`config.mk`:
```
export PLATFORM = sky130hd
export DESIGN_NAME = ptp_sync_origin_timestamp_rewrite_top
export DESIGN_NICKNAME = d
export VERILOG_FILES = /design/src/rtl/ptpsync_pkg.sv /design/src/rtl/ptp_sync_origin_timestamp_rewrite_top.sv /design/src/rtl/ptpsync_div_stage.sv /design/src/rtl/ptpsync_csum.sv
export SDC_FILE = /design/constraint.sdc
export NUM_CORES = 2
export LEC_CHECK = 0
export BUFFER_PORTS_ARGS = -buffer_cell sky130_fd_sc_hd__buf_2
export CAP_MARGIN = 20
export CORE_ASPECT_RATIO = 1.4
export CORE_MARGIN = 8
export CORE_UTILIZATION = 35
export CTS_CLUSTER_SIZE = 30
export DETAILED_ROUTE_END_ITERATION = 8
export GPL_ROUTABILITY_DRIVEN = 0
export REMOVE_ABC_BUFFERS = 1
export SLEW_MARGIN = 20
export SYNTH_ARGS = -nofsm -noshare
export SYNTH_HDL_FRONTEND = slang
export SYNTH_SLANG_ARGS = --single-unit
```
`constraint.sdc`:
```
create_clock -name clk -period 12.65 [get_ports clk]
set_input_delay 1.265 -clock clk [delete_from_list [all_inputs] [get_ports clk]]
set_output_delay 1.265 -clock clk [all_outputs]
set_load 0.005 [all_outputs]
```
`src/rtl/ptpsync_pkg.sv`:
```
package ptpsync_pkg;

  // ns / 1e9 == (ns >> 9) / 5^9; the low 9 bits pass straight into the remainder
  localparam int LOW_BITS   = 9;
  localparam int DIV_STEPS  = 35;                      // quotient bits (seconds < 2^35)
  localparam int REM_W      = 21;                      // 5^9 < 2^21
  localparam int STEP_BITS  = 5;                       // quotient bits per stage
  localparam int DIV_STAGES = DIV_STEPS / STEP_BITS;
  localparam int LATENCY    = DIV_STAGES + 2;          // entry + divider + checksum
  localparam int SUM_W      = 20;                      // room for six 16-bit terms

  localparam logic [REM_W-1:0] DIVISOR       = 21'd1953125;
  localparam logic [29:0]      NS_PER_SEC    = 30'd1000000000;
  localparam logic [15:0]      CSUM_ALL_ONES = 16'hffff;

  // partial remainder plus a shift register: dividend bits leave at the top,
  // quotient bits enter at the bottom
  typedef struct packed {
    logic [REM_W-1:0]     rem;
    logic [DIV_STEPS-1:0] dq;
  } div_t;

  typedef struct packed {
    logic                is_udp;
    logic                csum_offload;
    logic [15:0]         old_udp_sum;
    logic [15:0]         old_part;     // folded sum of the inverted old words
    logic [LOW_BITS-1:0] ns_low;
    logic [8:0]          corr_offset;
  } side_t;

  // end-around carry fold; result is zero only for a zero input
  function automatic logic [15:0] fold16(input logic [SUM_W-1:0] x);
    logic [16:0] s1;
    logic [16:0] s2;
    s1 = {1'b0, x[15:0]} + 17'(x[SUM_W-1:16]);
    s2 = {1'b0, s1[15:0]} + 17'(s1[16]);
    return s2[15:0];
  endfunction

endpackage

```
`src/rtl/ptp_sync_origin_timestamp_rewrite_top.sv`:
```
// One-step PTP Sync originTimestamp rewrite.
// Input: a transaction is taken on each clock edge with start high and busy
// low. It carries the 64-bit nanosecond time, the frame's UDP/offload flags,
// the old UDP checksum, the old originTimestamp words and the correction
// field offset.
// Output: out_valid is high for exactly one cycle per transaction, with the
// new seconds (high/low), nanoseconds, UDP checksum, checksum-fix flag and
// the correction offset. Results leave in order of arrival.
// Pipeline: entry register, seven divider stages of five quotient bits each,
// checksum register. Throughput: one transaction per cycle; the pipeline
// never holds.
// The depth is set by the 35-bit restoring division by 5^9.
// Reset: synchronous, active low; clears all valid bits, in-flight
// transactions are dropped, and busy stays high until the first clock edge
// that samples rst_n high. Afterwards busy is low for good.
// The receiver cannot stall: out_valid is never held and results must be
// taken in the cycle they appear.
module ptp_sync_origin_timestamp_rewrite_top
  import ptpsync_pkg::*;
(
  input  logic        clk,
  input  logic        rst_n,
  input  logic        start,
  output logic        busy,
  input  logic [63:0] in_time_ns,
  input  logic        in_is_udp,
  input  logic        in_csum_offload,
  input  logic [15:0] in_old_udp_sum,
  input  logic [15:0] in_old_sec_high,
  input  logic [31:0] in_old_sec_low,
  input  logic [31:0] in_old_nanosec,
  input  logic [8:0]  in_corr_offset,
  output logic        out_valid,
  output logic [15:0] out_sec_high,
  output logic [31:0] out_sec_low,
  output logic [29:0] out_nanosec,
  output logic [15:0] out_new_udp_sum,
  output logic        out_csum_fix,
  output logic [8:0]  out_step_offset
);

  logic             busy_r;
  logic             valid0_r;
  div_t             div0_r;
  div_t             div0_nxt;
  side_t            side0_r;
  side_t            side0_nxt;
  logic [SUM_W-1:0] old_sum_v;

  logic  valid_pipe [0:DIV_STAGES];
  div_t  div_pipe   [0:DIV_STAGES];
  side_t side_pipe  [0:DIV_STAGES];

  // inverted old words, summed now so the last stage only adds the new ones
  assign old_sum_v = {{(SUM_W-16){1'b0}}, ~in_old_udp_sum}
                   + {{(SUM_W-16){1'b0}}, ~in_old_sec_high}
                   + {{(SUM_W-16){1'b0}}, ~in_old_sec_low[31:16]}
                   + {{(SUM_W-16){1'b0}}, ~in_old_sec_low[15:0]}
                   + {{(SUM_W-16){1'b0}}, ~in_old_nanosec[31:16]}
                   + {{(SUM_W-16){1'b0}}, ~in_old_nanosec[15:0]};

  always_comb begin
    // top dividend bits are below the divisor, so they seed the remainder
    div0_nxt.rem           = REM_W'(in_time_ns[63:LOW_BITS+DIV_STEPS]);
    div0_nxt.dq            = in_time_ns[LOW_BITS+DIV_STEPS-1:LOW_BITS];
    side0_nxt.is_udp       = in_is_udp;
    side0_nxt.csum_offload = in_csum_offload;
    side0_nxt.old_udp_sum  = in_old_udp_sum;
    side0_nxt.old_part     = fold16(old_sum_v);
    side0_nxt.ns_low       = in_time_ns[LOW_BITS-1:0];
    side0_nxt.corr_offset  = in_corr_offset;
  end

  always_ff @(posedge clk) begin
    if (!rst_n) begin
      busy_r   <= 1'b1;
      valid0_r <= 1'b0;
    end else begin
      busy_r   <= 1'b0;
      valid0_r <= start && !busy_r;
    end
    div0_r  <= div0_nxt;
    side0_r <= side0_nxt;
  end

  assign busy = busy_r;

  assign valid_pipe[0] = valid0_r;
  assign div_pipe[0]   = div0_r;
  assign side_pipe[0]  = side0_r;

  for (genvar g = 0; g < DIV_STAGES; g++) begin : g_div
    ptpsync_div_stage u_stage (
      .clk       (clk),
      .rst_n     (rst_n),
      .in_valid  (valid_pipe[g]),
      .in_div    (div_pipe[g]),
      .in_side   (side_pipe[g]),
      .out_valid (valid_pipe[g+1]),
      .out_div   (div_pipe[g+1]),
      .out_side  (side_pipe[g+1])
    );
  end

  ptpsync_csum u_csum (
    .clk             (clk),
    .rst_n           (rst_n),
    .in_valid        (valid_pipe[DIV_STAGES]),
    .in_div          (div_pipe[DIV_STAGES]),
    .in_side         (side_pipe[DIV_STAGES]),
    .out_valid       (out_valid),
    .out_sec_high    (out_sec_high),
    .out_sec_low     (out_sec_low),
    .out_nanosec     (out_nanosec),
    .out_new_udp_sum (out_new_udp_sum),
    .out_csum_fix    (out_csum_fix),
    .out_step_offset (out_step_offset)
  );

  a_latency : assert property (@(posedge clk) disable iff (!rst_n)
    (start && !busy) |-> ##LATENCY out_valid)
    else $error("accepted transaction did not come out after the pipeline latency");

  a_no_spurious : assert property (@(posedge clk) disable iff (!rst_n)
    out_valid |-> $past(start && !busy, LATENCY))
    else $error("result without a matching accepted transaction");

  a_ns_range : assert property (@(posedge clk) disable iff (!rst_n)
    out_valid |-> (out_nanosec < NS_PER_SEC))
    else $error("nanoseconds remainder out of range");

  a_sec_range : assert property (@(posedge clk) disable iff (!rst_n)
    out_valid |-> (out_sec_high[15:3] == 13'd0))
    else $error("seconds value exceeds quotient width");

endmodule

```
`src/rtl/ptpsync_div_stage.sv`:
```
module ptpsync_div_stage
  import ptpsync_pkg::*;
(
  input  logic  clk,
  input  logic  rst_n,
  input  logic  in_valid,
  input  div_t  in_div,
  input  side_t in_side,
  output logic  out_valid,
  output div_t  out_div,
  output side_t out_side
);

  logic             valid_r;
  div_t             div_r;
  div_t             div_nxt;
  side_t            side_r;
  logic [REM_W-1:0] rem_v;
  logic [DIV_STEPS-1:0] dq_v;
  logic [REM_W:0]   trial;
  logic [REM_W:0]   diff;
  logic             ge;

  // restoring division, STEP_BITS quotient bits per stage
  always_comb begin
    rem_v = in_div.rem;
    dq_v  = in_div.dq;
    trial = '0;
    diff  = '0;
    ge    = 1'b0;
    for (int j = 0; j < STEP_BITS; j++) begin
      trial = {rem_v, dq_v[DIV_STEPS-1]};
      diff  = trial - {1'b0, DIVISOR};
      ge    = (trial >= {1'b0, DIVISOR});
      dq_v  = {dq_v[DIV_STEPS-2:0], ge};
      rem_v = ge ? diff[REM_W-1:0] : trial[REM_W-1:0];
    end
    div_nxt.rem = rem_v;
    div_nxt.dq  = dq_v;
  end

  always_ff @(posedge clk) begin
    if (!rst_n) begin
      valid_r <= 1'b0;
    end else begin
      valid_r <= in_valid;
    end
    div_r  <= div_nxt;
    side_r <= in_side;
  end

  assign out_valid = valid_r;
  assign out_div   = div_r;
  assign out_side  = side_r;

endmodule

```
`src/rtl/ptpsync_csum.sv`:
```
module ptpsync_csum
  import ptpsync_pkg::*;
(
  input  logic        clk,
  input  logic        rst_n,
  input  logic        in_valid,
  input  div_t        in_div,
  input  side_t       in_side,
  output logic        out_valid,
  output logic [15:0] out_sec_high,
  output logic [31:0] out_sec_low,
  output logic [29:0] out_nanosec,
  output logic [15:0] out_new_udp_sum,
  output logic        out_csum_fix,
  output logic [8:0]  out_step_offset
);

  logic             valid_r;
  logic [15:0]      sec_high_r;
  logic [31:0]      sec_low_r;
  logic [29:0]      nanosec_r;
  logic [15:0]      udp_sum_r;
  logic [15:0]      udp_sum_nxt;
  logic             fix_r;
  logic             fix_nxt;
  logic [8:0]       offset_r;
  logic [15:0]      sec_high_v;
  logic [29:0]      ns_v;
  logic [SUM_W-1:0] sum_v;
  logic [15:0]      upd_v;

  assign sec_high_v = 16'(in_div.dq >> 32);
  assign ns_v       = {in_div.rem, in_side.ns_low};

  // old words already folded in upstream; add the new words here
  assign sum_v = SUM_W'(in_side.old_part) + SUM_W'(sec_high_v)
               + SUM_W'(in_div.dq[31:16]) + SUM_W'(in_div.dq[15:0])
               + SUM_W'(ns_v[29:16]) + SUM_W'(ns_v[15:0]);
  assign upd_v = ~fold16(sum_v);

  always_comb begin
    udp_sum_nxt = in_side.old_udp_sum;
    fix_nxt     = 1'b0;
    if (in_side.is_udp) begin
      if (in_side.csum_offload) begin
        fix_nxt = 1'b1;
      end else if (in_side.old_udp_sum != 16'd0) begin
        // zero on the wire means no checksum
        udp_sum_nxt = (upd_v == 16'd0) ? CSUM_ALL_ONES : upd_v;
        fix_nxt     = 1'b1;
      end
    end
  end

  always_ff @(posedge clk) begin
    if (!rst_n) begin
      valid_r <= 1'b0;
    end else begin
      valid_r <= in_valid;
    end
    sec_high_r <= sec_high_v;
    sec_low_r  <= in_div.dq[31:0];
    nanosec_r  <= ns_v;
    udp_sum_r  <= udp_sum_nxt;
    fix_r      <= fix_nxt;
    offset_r   <= in_side.corr_offset;
  end

  assign out_valid       = valid_r;
  assign out_sec_high    = sec_high_r;
  assign out_sec_low     = sec_low_r;
  assign out_nanosec     = nanosec_r;
  assign out_new_udp_sum = udp_sum_r;
  assign out_csum_fix    = fix_r;
  assign out_step_offset = offset_r;

endmodule

```
==> impl_metrics.tcl <==
set metrics [dict create \
    outcome "complete, no violations" \
    period_share_pct 91.60 \
    die_y_um 490.7 \
    fin_skew_ns 0.1066 \
    setup_viol 0 \
    clk_pin_slew_ns 0.08 \
    drive_above_1_share_pct 11.46 \
    seq_area_frac_synth_pct 34.25 \
    cp.required_ns 13.28 \
    clock_sinks 964 \
    ios 280 \
    rsz0062_at_grt "no" \
    clock_path_buffers 3 \
    worstPathArrival_ns 12.22 \
    synth_edf_count 0 \
    setup-tns-final_ns 0 \
    drv_slew 0 \
    wirelength_um 162500 \
    slowest_delay_ns 0.79 \
    hp-class "reg2reg" \
    die-area_sq_um 174200 \
    final_nets 7006 \
    wl_per_cell_um 18.49 \
    hold_viol 0 \
    initial_core_util_pct 35.16 \
    synth_top_area_share_pct 34.25 \
    dieWidth_um 355.1 \
    synthArstFlopShare_pct 0 \
    synth_ff_type "dfxtp_1" \
    via_count 48105 \
    portBuffers 266 \
    cts_tree "done" \
    cap_violations 0 \
    row_count 174 \
    finalCriticalPeriod_ns 11.59 \
    grt_use_total_pct 17.68 \
    tightest_slew_ns 1.129 \
    grt_max_degree 26 \
    grt.overflow.total 0 \
    crit_path_end_kind "flip-flop" \
    grt_pass1_vias 47307 \
    ys_warn_count 0 \
    ys_types 140 \
    slew_headroom_pct 23.76 \
    netlist_area_sq_um 56340 \
    post-synth-top-area-cell "dfxtp_1" \
    numCtsBuffers 97 \
    cp_max_fo 19 \
    route.met3.wl_um 9317 \
    wl_met1_um 66420 \
    critPathSlowestCell "a2111oi_4" \
    critPathLaunchType "flip-flop" \
    via_per_inst 5.473 \
    syn2layout_area_growth_pct 11.87 \
    clock_latency_ns 0.77 \
    core_sq_um 160200 \
    grt_pass1_wl_um 255500 \
    cts_hold_buf 0 \
    fmax_ghz 0.08630 \
    root_buffer "clkbuf_16" \
    routed-wl-met2_um 79800 \
    syn_inst 6379 \
    antenna_found_initial 4 \
    avgSynthCellArea_sq_um 8.832 \
    dr.pass1.iters 8 \
    worst-setup-path-type "reg2reg" \
    ys_ff_latch 964 \
    hpwl_um 130800 \
    drt_iter0_markers 3530 \
    drc 0 \
    postRouteAntennaNets 0 \
    yosys-top-cells-area "dfxtp_1 34%, xnor2_1 8.7%, fa_1 4.0%" \
    routed.top_layer "met5" \
    htreeDepth 3 \
]
## worst paths after layout
check             depth (start not counted)                                   end  slack (ns)                                  from
setup reg to reg                         45  g_div[1].u_stage.out_div[46]$_DFF_P_        1.06  g_div[0].u_stage.out_div[35]$_DFF_P_
hold reg to reg                           0  g_div[3].u_stage.out_div[13]$_DFF_P_        0.26   g_div[2].u_stage.out_div[8]$_DFF_P_
hold / removal                            0  g_div[3].u_stage.out_div[13]$_DFF_P_        0.26   g_div[2].u_stage.out_div[8]$_DFF_P_
setup / recovery                         45  g_div[1].u_stage.out_div[46]$_DFF_P_        1.06  g_div[0].u_stage.out_div[35]$_DFF_P_
## sequential cells by signal, summed over array words and instances, names as in the netlist, 7 cells and up
register,flops
g_div.u_stage.out_div,392
g_div.u_stage.out_side,364
div0_r,55
side0_r,52
u_csum.out_sec_low,32
u_csum.out_nanosec,30
u_csum.out_new_udp_sum,16
u_csum.out_step_offset,9
g_div.u_stage.out_valid,7
## through the flow
step                hold slack [ns]  cells  cell area (sq um)  utilization (%)  setup WS, ns
CTS                          0.2581   8786              63010            39.32         1.185
finish                       0.2590   8789              63030            39.34         1.062
global placement             0.3095   8610              59610            37.20         1.502
floorplan                    0.3096   6198              55370                -         2.217
global route                 0.2727   8786              63020            39.33        0.1419
detailed placement           0.3121   8610              59610            37.20         1.252
## critical path: cells and delay by family (launching register included)
| family | cells | cell delay [ns] |
|---|---|---|
| multiplexers | 1 | 0.28 |
| AO/OA/AOI/OAI | 16 | 4.73 |
| AND/OR/NAND/NOR | 9 | 2.01 |
| XOR/XNOR | 5 | 1.24 |
| adder cells (fa/ha/maj) | 5 | 1.39 |
| buffers and inverters | 9 | 1.51 |
| flip-flops | 1 | 0.35 |
## timing repair
action	in CTS	in global routing
buffers inserted	0	0
endpoints found under the setup margin	0	1
hold endpoints to repair	0	0
resized for setup	0	1
## per-layer routing
layer  vias up  GRT usage, %
li1      23313             -
met1     22722         20.89
met2      1660         31.56
met3       406         2.787
met4         4         7.330
met5         -             0
## final cells by class
type                       count  area, sq um
fill                       16175        97210
multi-input combinational   4868        34720
sequential                   964        19300
clock buffer                 128         2724
tap                         2112         2643
timing repair buffer         300         1587
inverter                     366         1375
clock inverter                48        671.9
antenna                        3        7.507
## synth_stat cells (all sizes together), types with 20 or more instances
cell type,number
o211a,28
o221ai,25
a21boi,41
or3,66
a21oi,378
a311oi,23
o311ai,23
or4,25
fa,113
ha,122
a21o,72
inv,364
buf,116
and2,100
a31oi,72
nand4,61
xor2,250
o21bai,41
nor3b,25
o21a,63
nor2b,41
a211o,29
nand3,152
nand2,444
o31a,27
nor4,50
o31ai,45
mux2i,70
a221oi,26
and3,59
or2,55
a2111oi,35
nor2,512
clkbuf,77
a31o,28
mux2,47
xnor2,561
o21ai,327
o211ai,107
o2111ai,20
nor3,155
a211oi,120
dfxtp,964
nand2b,67
o22ai,46
## placed cells by master (no fill, tap or decap), types with 29 or more instances in the layout
cell	synthesis	final
a21oi_1	366	365
mux2_2	47	47
clkbuf_16	0	97
a211o_1	29	29
buf_2	72	266
nand4_1	59	59
o22ai_1	46	46
xor2_1	250	250
a21boi_0	35	35
or2_2	46	46
nor2b_1	41	41
ha_1	122	122
o211ai_1	102	102
o21a_1	61	61
o21ai_1	32	32
a211oi_1	106	106
nand3_1	152	152
and2_1	97	97
xnor2_1	558	557
dfxtp_1	964	964
and3_1	58	58
nor4_1	43	43
mux2i_1	68	68
nor3_1	147	147
o21bai_1	41	41
nand2_1	442	442
fa_1	113	113
or3_1	64	64
a31oi_1	70	69
buf_4	26	34
nand2b_1	67	67
inv_1	342	342
o21ai_0	290	290
o31ai_1	37	37
nor2_1	503	503
a21o_1	72	72
## kinds of logic after synthesis
family                     count (synthesis)  synth area share [%]
adders and majority gates                235                 6.725
AOI/OAI and AO/OA                       1783                 22.73
buffers and inverters                    559                 4.237
and+or+nand+nor                         1909                 17.18
DFF                                      964                 34.25
muxes                                    117                 2.196
other                                      1              0.006656
xor gates and xnor gates                 811                 12.67
Power is left out: the tool's default activity adds up to more than one toggle a clock period on the data nets, which glitch-free logic cannot reach.
